### config.mk
export PLATFORM = sky130hd
export DESIGN_NAME = flow_table_lru
export DESIGN_NICKNAME = d
export VERILOG_FILES = /design/src/rtl/core/flt_pkg.sv /design/src/rtl/core/flt_store.sv /design/src/rtl/core/flt_age.sv /design/src/rtl/core/flow_table_lru.sv
export SDC_FILE = /design/constraint.sdc
export NUM_CORES = 2
export LEC_CHECK = 0
export ABC_AREA = 1
export BUFFER_PORTS_ARGS = -buffer_cell sky130_fd_sc_hd__buf_2
export CORE_AREA = 5 5 615 617
export DETAILED_ROUTE_END_ITERATION = 8
export DIE_AREA = 0 0 620 622
export MAX_ROUTING_LAYER = met4
export PLACE_DENSITY = 0.42
export SETUP_SLACK_MARGIN = 0.15
export SYNTH_ARGS = -nofsm -noshare
export SYNTH_HDL_FRONTEND = slang
export SYNTH_SLANG_ARGS = --single-unit
### constraint.sdc
create_clock -name clk -period 12.3 [get_ports clk]
set_input_delay 3.075 -clock clk [delete_from_list [all_inputs] [get_ports clk]]
set_output_delay 3.075 -clock clk [all_outputs]
set_load 0.02 [all_outputs]
### src/rtl/core/flt_pkg.sv
`timescale 1ns / 1ps
`default_nettype none
// ----------------------------------------------------------------------------
// Flow table package
// Types, opcodes and defaults shared by the flow table modules.
// ----------------------------------------------------------------------------
package flt_pkg;

	localparam int ENTRIES_DEF = 16;
	localparam int SLOT_W      = 4;
	localparam int AGE_W       = 32;

	typedef enum logic [1:0] {
		OP_CLEAR  = 2'd0,
		OP_INSERT = 2'd1,
		OP_LOOKUP = 2'd2,
		OP_RSVD   = 2'd3
	} op_t;

	typedef struct packed {
		op_t         opcode;
		logic [31:0] src_addr;
		logic [15:0] src_port;
		logic [31:0] dst_addr;
		logic [15:0] dst_port;
		logic        class_flag;
	} cmd_t;

	typedef struct packed {
		logic              hit;
		logic              class_out;
		logic [SLOT_W-1:0] slot;
	} res_t;

	typedef struct packed {
		logic [31:0] src_addr;
		logic [15:0] src_port;
		logic [31:0] dst_addr;
		logic [15:0] dst_port;
	} tuple_t;

	typedef struct packed {
		logic clear;
		logic stamp;
		logic load;
		logic set_class;
	} wr_ctl_t;

endpackage
`default_nettype wire

### src/rtl/core/flt_store.sv
`timescale 1ns / 1ps
`default_nettype none
// ----------------------------------------------------------------------------
// Flow table entry store
// Valid bits, tuples and class flags with parallel match and free search.
// ----------------------------------------------------------------------------
module flt_store #(
	parameter  int ENTRIES = flt_pkg::ENTRIES_DEF,
	localparam int IDXW    = $clog2(ENTRIES)
) (
	input  wire logic             clk,
	input  wire logic             arst_n,
	input  wire flt_pkg::tuple_t  key,
	input  wire logic             cls,
	input  wire flt_pkg::wr_ctl_t ctl,
	input  wire logic [IDXW-1:0]  wr_idx,
	output logic                  match_hit,
	output logic [IDXW-1:0]       match_idx,
	output logic                  match_class,
	output logic                  free_any,
	output logic [IDXW-1:0]       free_idx
);

	logic [ENTRIES-1:0] valid_q;
	logic [ENTRIES-1:0] class_q;
	flt_pkg::tuple_t    tuple_q [ENTRIES];
	logic [ENTRIES-1:0] match_vec;

	always_comb begin
		for (int k = 0; k < ENTRIES; k++) begin
			match_vec[k] = valid_q[k] && (tuple_q[k] == key);
		end
	end

	always_comb begin
		match_hit = |match_vec;
		match_idx = '0;
		for (int k = ENTRIES - 1; k >= 0; k--) begin
			if (match_vec[k]) begin
				match_idx = IDXW'(k);
			end
		end
	end

	always_comb begin
		free_any = ~&valid_q;
		free_idx = '0;
		for (int k = ENTRIES - 1; k >= 0; k--) begin
			if (!valid_q[k]) begin
				free_idx = IDXW'(k);
			end
		end
	end

	assign match_class = class_q[match_idx];

	always_ff @(posedge clk or negedge arst_n) begin
		if (!arst_n) begin
			valid_q <= '0;
		end else if (ctl.clear) begin
			valid_q <= '0;
		end else if (ctl.load) begin
			valid_q[wr_idx] <= 1'b1;
		end
	end

	always_ff @(posedge clk) begin
		if (ctl.load) begin
			tuple_q[wr_idx] <= key;
		end
		if (ctl.set_class) begin
			class_q[wr_idx] <= cls;
		end
	end

	a_load_sets_valid: assert property (@(posedge clk) disable iff (!arst_n)
		ctl.load |=> valid_q[$past(wr_idx)])
		else $error("loaded entry not valid");

endmodule
`default_nettype wire

### src/rtl/core/flt_age.sv
`timescale 1ns / 1ps
`default_nettype none
// ----------------------------------------------------------------------------
// Flow table age tracker
// Age counter, per-entry stamps and a pairwise order matrix that names the
// entry with the smallest stamp, lowest index first on ties.
// ----------------------------------------------------------------------------
module flt_age #(
	parameter  int ENTRIES = flt_pkg::ENTRIES_DEF,
	localparam int IDXW    = $clog2(ENTRIES)
) (
	input  wire logic             clk,
	input  wire logic             arst_n,
	input  wire flt_pkg::wr_ctl_t ctl,
	input  wire logic [IDXW-1:0]  wr_idx,
	output logic [IDXW-1:0]       victim_idx
);

	logic [flt_pkg::AGE_W-1:0] cnt_q;
	logic [flt_pkg::AGE_W-1:0] age_q [ENTRIES];
	logic [ENTRIES-1:0]        lt_q  [ENTRIES];
	logic [flt_pkg::AGE_W-1:0] stamp_v;
	logic [ENTRIES-1:0]        newer;
	logic [ENTRIES-1:0]        older;
	logic [ENTRIES-1:0]        sel;

	assign stamp_v = cnt_q + flt_pkg::AGE_W'(1);

	always_comb begin
		for (int j = 0; j < ENTRIES; j++) begin
			newer[j] = stamp_v < age_q[j];
			older[j] = age_q[j] < stamp_v;
		end
	end

	always_ff @(posedge clk or negedge arst_n) begin
		if (!arst_n) begin
			cnt_q <= '0;
			age_q <= '{default: '0};
			lt_q  <= '{default: '0};
		end else if (ctl.clear) begin
			cnt_q <= '0;
			age_q <= '{default: '0};
			lt_q  <= '{default: '0};
		end else if (ctl.stamp) begin
			cnt_q          <= stamp_v;
			age_q[wr_idx]  <= stamp_v;
			for (int i = 0; i < ENTRIES; i++) begin
				for (int j = 0; j < ENTRIES; j++) begin
					if (i != j) begin
						if (IDXW'(i) == wr_idx) begin
							lt_q[i][j] <= newer[j];
						end else if (IDXW'(j) == wr_idx) begin
							lt_q[i][j] <= older[i];
						end
					end
				end
			end
		end
	end

	always_comb begin
		for (int i = 0; i < ENTRIES; i++) begin
			sel[i] = 1'b1;
			for (int j = 0; j < ENTRIES; j++) begin
				if (j < i) begin
					sel[i] = sel[i] & lt_q[i][j];
				end else if (j > i) begin
					sel[i] = sel[i] & ~lt_q[j][i];
				end
			end
		end
	end

	always_comb begin
		victim_idx = '0;
		for (int i = ENTRIES - 1; i >= 0; i--) begin
			if (sel[i]) begin
				victim_idx = IDXW'(i);
			end
		end
	end

	a_stamp_advances: assert property (@(posedge clk) disable iff (!arst_n)
		ctl.stamp |=> cnt_q == $past(cnt_q) + flt_pkg::AGE_W'(1))
		else $error("age counter did not advance on stamp");

endmodule
`default_nettype wire

### src/rtl/core/flow_table_lru.sv
`timescale 1ns / 1ps
`default_nettype none
// ----------------------------------------------------------------------------
// Fully associative flow table with LRU replacement
// One command per cycle while cmd_stall is low: clear, insert or update, lookup of a 4-tuple.
// ----------------------------------------------------------------------------
// The block takes one command every cycle while cmd_stall is low. A
// command in the input register has its result written to the result
// register, which drives res until it transfers out. The match over all
// entries, the lowest free entry search and the replacement pick all
// resolve in a single pass between the input register and the result
// register; replacement reads a pairwise stamp order matrix that is updated
// with every stamp, so no minimum search runs per command. A stalled result
// holds the input register, and cmd_stall rises only while both are full.
// ----------------------------------------------------------------------------
module flow_table_lru #(
	parameter int ENTRIES = flt_pkg::ENTRIES_DEF
) (
	input  wire logic          clk,
	input  wire logic          arst_n,
	input  wire logic          cmd_valid,
	output logic               cmd_stall,
	input  wire flt_pkg::cmd_t cmd,
	output logic               res_valid,
	input  wire logic          res_stall,
	output flt_pkg::res_t      res
);

	localparam int IDXW = $clog2(ENTRIES);

	logic                 valid_s1;
	flt_pkg::cmd_t        cmd_s1;
	logic                 advance;
	logic                 fire;
	flt_pkg::tuple_t      key;
	flt_pkg::wr_ctl_t     ctl;
	logic [IDXW-1:0]      wr_idx;
	logic                 m_hit;
	logic [IDXW-1:0]      match_idx;
	logic                 m_class;
	logic                 f_any;
	logic [IDXW-1:0]      free_idx;
	logic [IDXW-1:0]      victim_idx;
	logic [flt_pkg::SLOT_W+IDXW-1:0] idx_ext;
	flt_pkg::res_t        rslt;
	flt_pkg::res_t        res_q;
	logic                 res_valid_q;

	assign advance   = !res_valid_q || !res_stall;
	assign fire      = valid_s1 && advance;
	assign cmd_stall = valid_s1 && !advance;

	always_ff @(posedge clk or negedge arst_n) begin
		if (!arst_n) begin
			valid_s1 <= 1'b0;
		end else if (!cmd_stall) begin
			valid_s1 <= cmd_valid;
		end
	end

	always_ff @(posedge clk) begin
		if (!cmd_stall && cmd_valid) begin
			cmd_s1 <= cmd;
		end
	end

	assign key = '{src_addr: cmd_s1.src_addr, src_port: cmd_s1.src_port,
		dst_addr: cmd_s1.dst_addr, dst_port: cmd_s1.dst_port};

	flt_store #(.ENTRIES(ENTRIES)) u_store (
		.clk         (clk),
		.arst_n      (arst_n),
		.key         (key),
		.cls         (cmd_s1.class_flag),
		.ctl         (ctl),
		.wr_idx      (wr_idx),
		.match_hit   (m_hit),
		.match_idx   (match_idx),
		.match_class (m_class),
		.free_any    (f_any),
		.free_idx    (free_idx)
	);

	flt_age #(.ENTRIES(ENTRIES)) u_age (
		.clk        (clk),
		.arst_n     (arst_n),
		.ctl        (ctl),
		.wr_idx     (wr_idx),
		.victim_idx (victim_idx)
	);

	assign idx_ext = {{flt_pkg::SLOT_W{1'b0}}, wr_idx};

	always_comb begin
		ctl    = '0;
		wr_idx = match_idx;
		rslt   = '0;
		unique case (cmd_s1.opcode)
			flt_pkg::OP_CLEAR: begin
				ctl.clear = fire;
			end
			flt_pkg::OP_INSERT: begin
				ctl.stamp     = fire;
				ctl.set_class = fire;
				if (m_hit) begin
					rslt.hit = 1'b1;
				end else begin
					ctl.load = fire;
					wr_idx   = f_any ? free_idx : victim_idx;
				end
				rslt.class_out = cmd_s1.class_flag;
				rslt.slot      = idx_ext[flt_pkg::SLOT_W-1:0];
			end
			flt_pkg::OP_LOOKUP: begin
				if (m_hit) begin
					ctl.stamp      = fire;
					rslt.hit       = 1'b1;
					rslt.class_out = m_class;
					rslt.slot      = idx_ext[flt_pkg::SLOT_W-1:0];
				end
			end
			flt_pkg::OP_RSVD: begin
			end
			default: begin
			end
		endcase
	end

	always_ff @(posedge clk or negedge arst_n) begin
		if (!arst_n) begin
			res_valid_q <= 1'b0;
		end else if (advance) begin
			res_valid_q <= valid_s1;
		end
	end

	always_ff @(posedge clk) begin
		if (fire) begin
			res_q <= rslt;
		end
	end

	assign res_valid = res_valid_q;
	assign res       = res_q;

	a_clear_result: assert property (@(posedge clk) disable iff (!arst_n)
		fire && cmd_s1.opcode == flt_pkg::OP_CLEAR |=>
		res_valid && !res.hit && !res.class_out && res.slot == '0)
		else $error("clear result not zero");

	a_lookup_miss: assert property (@(posedge clk) disable iff (!arst_n)
		fire && cmd_s1.opcode == flt_pkg::OP_LOOKUP && !m_hit |=>
		res_valid && !res.hit && !res.class_out && res.slot == '0)
		else $error("lookup miss reported a hit");

endmodule
`default_nettype wire
# After elaboration in Yosys (flattened, before gate mapping)
# Memories as Yosys holds them, arrays and structs flattened.
# Index checks and enable logic that the tools add are counted.
# totals
ff_bits,803
mem_bits_rw,1536
inputBits,103
output_inout_bits,8
elab_cells,1366
memories,1
# memory_table
memory,depth,word_bits,rd,rd_clocked_by_memory_dff,wr,line_no,source
u_store.tuple_q,16,96,16,0,1,flt_store.sv:26,flt_pkg::tuple_t tuple_q [ENTRIES];
# classes
add_sub_neg,1
magnitude_cmp,36
n_eq_ne,33
n_mux,527
n_bitwise,346
n_reduce_logical,272
# ops
cell,n
== test 96 bit,16
2-to-1 mux 512 bit,2
< comparator 32 bit,31
bitwise mux 512 bit,1
2-to-1 mux 1 bit,430
2-to-1 mux 14 bit,28
nonzero test 3 bit,120
AND reduction 2 bit,120
bitwise AND 1 bit,224
2-to-1 mux 4 bit,51
demux 32 bit (select 4 bit),1
NOT 1 bit,120
2-to-1 mux 32 bit,3
"adder 32 x 1 -> 32 bit, second input constant",1
"== test 4 bit, first input constant",8
2-to-1 mux 16 bit,2
2-to-1 mux 15 bit,2
logical AND 1 bit,21
bitwise mux 16 bit,1
"== test 3 x 4 -> 1 bit, first input constant",4
bitwise OR 16 bit,1
AND reduction 16 bit,1
OR reduction 16 bit,1
case mux 6 bit (2 select lines),1
19 further kinds,25

# Longest topological paths before layout
# logic_depth
depth_word,41
mapped_depth,39

# By module
# Synthesis repeated with hierarchy kept, for this count alone.
# hier_totals
cells_unflattened,10576
area_unflattened_um2,111724.7
# modules_own_cells
module,n_inst,cells_per_inst,area_each_um2
flt_store,1,5566,68524.5
flt_age,1,4827,39663.0
flow_table_lru,1,183,3537.1

# Worst setup path before layout
# Ideal clock, no wire load.
# synth_timing
path_type,input port to flip-flop
start,in res_stall
end,"mem u_store.tuple_q[0][0] (netlist bit), enable pin"
arrival_time_ns,10.708
setup_slack_ns,0.921
cell_stages,4
n_path_buf,1
path_cell_list,a21oi_1 -> nand2_1 -> clkbuf_1 -> nor3_1
# synth_via
elab_chain_len,7
# synth_rtl
element,line_no,source
from (decl),flow_table_lru.sv:25,"input wire logic res_stall,"
logical NOT 1 bit,flow_table_lru.sv:49,assign advance = !res_valid_q || !res_stall;
logical OR 1 bit,flow_table_lru.sv:49,
logical AND 1 bit,flow_table_lru.sv:50,assign fire = valid_s1 && advance;
2-to-1 mux 1 bit,flow_table_lru.sv:105,if (m_hit) begin
2-to-1 mux 2 bit,flow_table_lru.sv:98,unique case (cmd_s1.opcode)
2-to-1 mux 1 bit,flt_store.sv:68,if (ctl.load) begin
2-to-1 mux 1 bit (implied by the code),flt_store.sv:69,tuple_q[wr_idx] <= key;
to (decl),flt_store.sv:26,
# No other way between the ends.

# Worst setup path after layout
# layout_timing
start,reg cmd_s1[79] (netlist bit)
end,"mem u_store.tuple_q[3][81] (netlist bit), enable pin"
# layout_via
elab_chain_len,20
word_cells_on_any_way,55
# layout_rtl
element,line_no,source
from (decl),flow_table_lru.sv:32,flt_pkg::cmd_t cmd_s1;
from (signal assigned),flow_table_lru.sv:63,cmd_s1 <= cmd;
== test 96 bit,flt_store.sv:31,match_vec[k] = valid_q[k] && (tuple_q[k] == key);
logical AND 1 bit,flt_store.sv:31,
2-to-1 mux 4 bit (16 in series),flt_store.sv:39,if (match_vec[k]) begin
2-to-1 mux 4 bit,flow_table_lru.sv:105,
2-to-1 mux 4 bit,flow_table_lru.sv:98,
# Parallel ways exist; a longest one is shown, timed or not.

==> flow_metrics.env <==
export IMPL_fin_setup_tns_ns=0
export IMPL_syn_area_um2=111000
export IMPL_dieArea_um2=386000
export IMPL_finClkSkew_ns=0.0767
export IMPL_synthArstFlopShare_pct=29.2
export IMPL_initial_core_util_pct=29.9
export IMPL_grt_pass1_vias=85200
export IMPL_timing_hold_ws_ns=0.462
export IMPL_syn2layout_area_growth_pct=15.5
export IMPL_fin_cells=15900
export IMPL_cts_root_buffer="clkbuf_16"
export IMPL_drtIter0Drc=13300
export IMPL_crit_required_ns=12.83
export IMPL_yosysTopAreaCellShare_pct=44.8
export IMPL_crit_slowest_cell="clkinv_1"
export IMPL_wl_per_cell_um=35.9
export IMPL_synth_seq_cells=2339
export IMPL_cts_buffer_depth=4
export IMPL_core_area_um2=371000
export IMPL_numCtsBuffers=287
export IMPL_fin_crit_ns=9.16
export IMPL_final_common_cell="nand2_1"
export IMPL_dpl_worst_slack_ns=3.46
export IMPL_vdd_drop_max_v=0.000132
export IMPL_setup_ws_ns=3.14
export IMPL_synth_ff_type="edfxtp_1"
export IMPL_avgSynthCellArea_um2=10.7
export IMPL_ant_nets=0
export IMPL_grt_max_degree=158
export IMPL_cts_tree="yes"
export IMPL_fillers=37200
export IMPL_path_cells="clkinv_1, nand2_1, nand2_1, nor2_1, nand2_1, nor2_1, nand2_1, nor3_1, nand2_1, o21ai_0, nand3_1, nand2_1, a21oi_1, o21ai_0, nand2_1, nand2_1, nand2_4, nor2_4, buf_4, nand2_2, nor3_4, buf_12"
export IMPL_cts_setup_buffers=0
export IMPL_path_class="flop to flop"
export IMPL_fin_crit_sh_pct=74.4
export IMPL_htree_levels=5
export IMPL_portBuffers=110
export IMPL_clk_pin_slew_ns=0.06
export IMPL_layout_nets=11300
export IMPL_arrival_ns=9.69
export IMPL_chipWidth_um=620
export IMPL_synth_fp_nets=11000
export IMPL_rows=224
export IMPL_endpoint_kind="flop"
export IMPL_gp_congestion=0.983
export IMPL_layout_drive_gt1_share_pct=10.8
export IMPL_hp_class="flop to flop"
export IMPL_worstSkewPairLatency_ns=0.94
export IMPL_crit_top_cell="nand2_1"
export IMPL_p_leak_uw=0.0509
export IMPL_overflow=0
export IMPL_drv_cap=0
export IMPL_ctsResizeCount=0
export IMPL_syn_instance_count=10400
export IMPL_drt_wl_total_mm=573
export IMPL_drc=0
export IMPL_via_count=90700
export IMPL_yosys_area_top_type="edfxtp_1"
export IMPL_first_pass_iters=6
export IMPL_yosysSeqAreaShare_pct=60.1
export IMPL_viasPerCell=5.68
export IMPL_holdBufCountCts=0
export IMPL_rsz0062_at_grt="no"
export IMPL_slew_headroom_pct=4.03
export IMPL_final_hold_violation_count=0
export IMPL_io_pins=111
export IMPL_powerDensity_nw_per_um2=175
export IMPL_final_cell_mix="nand2_1 (1867), edfxtp_1 (1657), inv_1 (1110), o22ai_1 (702), dfrtp_1 (682)"
export IMPL_die_y_um=622
export IMPL_cts_sinks=2339
export IMPL_antenna_found_initial=87
export IMPL_finalSetupViolCount=0
export IMPL_synthTopCellsByArea="edfxtp_1 (45%), dfrtp_1 (15%), nand2_1 (6.3%), ha_1 (5.8%), o22ai_1 (4.0%)"
export IMPL_dp_cells=15400
export IMPL_grt_pass1_wl_mm=758
export IMPL_grt_usage_pct=29.5
export IMPL_tightest_slew_ns=1.43
export IMPL_yosys_warnings=0
export IMPL_fmaxAchievable_ghz=0.109
export IMPL_status="complete, no violations"
export IMPL_final_core_util_pct=34.6
export IMPL_max_stage_delay_ns=1.17
export IMPL_synth_edf_count=1657
export IMPL_path_max_fanout=89
export IMPL_hpwl_mm=382
export IMPL_slew_viol_final=0
export IMPL_yosysUniqueCellTypes=72
export IMPL_critPathLaunchType="flop"
[sequential cells by signal, indices dropped and copies added (netlist names)]
| name | cells |
|---|---|
| u_age.cnt_q | 32 |
| cmd_s1 | 99 |
| res_valid | 1 |
| u_store.valid_q | 16 |
| valid_s1 | 1 |
| u_age.age_q | 512 |
| res | 6 |
| u_age.lt_q | 120 |
| u_store.tuple_q | 1536 |
| u_store.class_q | 16 |
[per-stage QoR]
step | power [µW] | instance area (µm²)
4_1_cts | 22500 | 128000
6_report | 22500 | 128000
3_5_place_dp | 13900 | 119000
5_1_grt | 23200 | 128000
2_1_floorplan | 11300 | 111000
3_3_place_gp | 13900 | 119000
[worst max-delay path, delay by kind of cell (launching register included)]
family          cells  cell delay, ns
compound gates      3            1.08
simple gates       16            4.54
buf+inv             3            2.14
flops               1            0.77
[power by group]
group          switching [µW]  total (µW)  internal (µW)
combinational            3730        4830           1100
sequential                242        9040           8800
clock                    3600        8640           5040
total                    7570       22500          14900
[worst paths after layout]
check,endpoint,cells after the start,from,slack [ns]
worst max register to register,u_store.tuple_q[3][81],22,cmd_s1[79],3.14
worst min-delay path,res_valid,2,valid_s1,0.46
min in group asynchronous,u_age.lt_q[6],1,arst_n,2.16
worst max-delay path,u_store.tuple_q[3][81],22,cmd_s1[79],3.14
max in group asynchronous,u_age.age_q[86],3,arst_n,7.82
worst min register to register,res_valid,2,valid_s1,0.46
[synthesized netlist by cell type, drive strengths merged, types with 21 or more instances]
cell     number
or2          85
o21ai       715
nor2        485
dfrtp       682
xnor2       190
nor3         87
o2111ai      21
a22o        121
nand3b       25
a221oi       80
ha          515
clkbuf      160
o22ai       702
a21oi       258
nand3       425
nor4        207
nand2      1894
nand4       239
inv        1199
buf         302
xor2        173
a211oi       50
edfxtp     1657
[cell families (layout without fill, tap and decap cells)]
group                    count (synthesis)  count (layout)  synth area share, %
AND/OR/NAND/NOR                       3467            3467                 13.9
flip-flops                            2339            2339                 60.1
AO/OA/AOI/OAI                         2043            2043                 11.2
buffers and inverters                 1663            2203                 6.16
adder cells (fa/ha/maj)                515             515                 5.80
XOR/XNOR                               363             363                 2.86
other                                    0              47                    0
[per-layer routing]
metal	track usage [%]	wire length, µm	up-vias
met2	43.0	248000	5770
met1	39.2	233000	46200
met3	5.70	57800	1153
met4	14.3	34400	0
met5	-	0	-
li1	-	-	37600
[area by class of cell]
type | instances | area (µm²) | share of cell area [%]
Sequential cell | 2339 | 66800 | 52.1
Multi-Input combinational cell | 6388 | 37800 | 29.4
Clock buffer | 379 | 7930 | 6.18
Tap cell | 4972 | 6220 | 4.85
Inverter | 1201 | 4520 | 3.52
Timing Repair Buffer | 492 | 3650 | 2.85
Clock inverter | 131 | 1340 | 1.05
Antenna cell | 47 | 118 | 0.0916
Power figures use the tool's default switching activity.
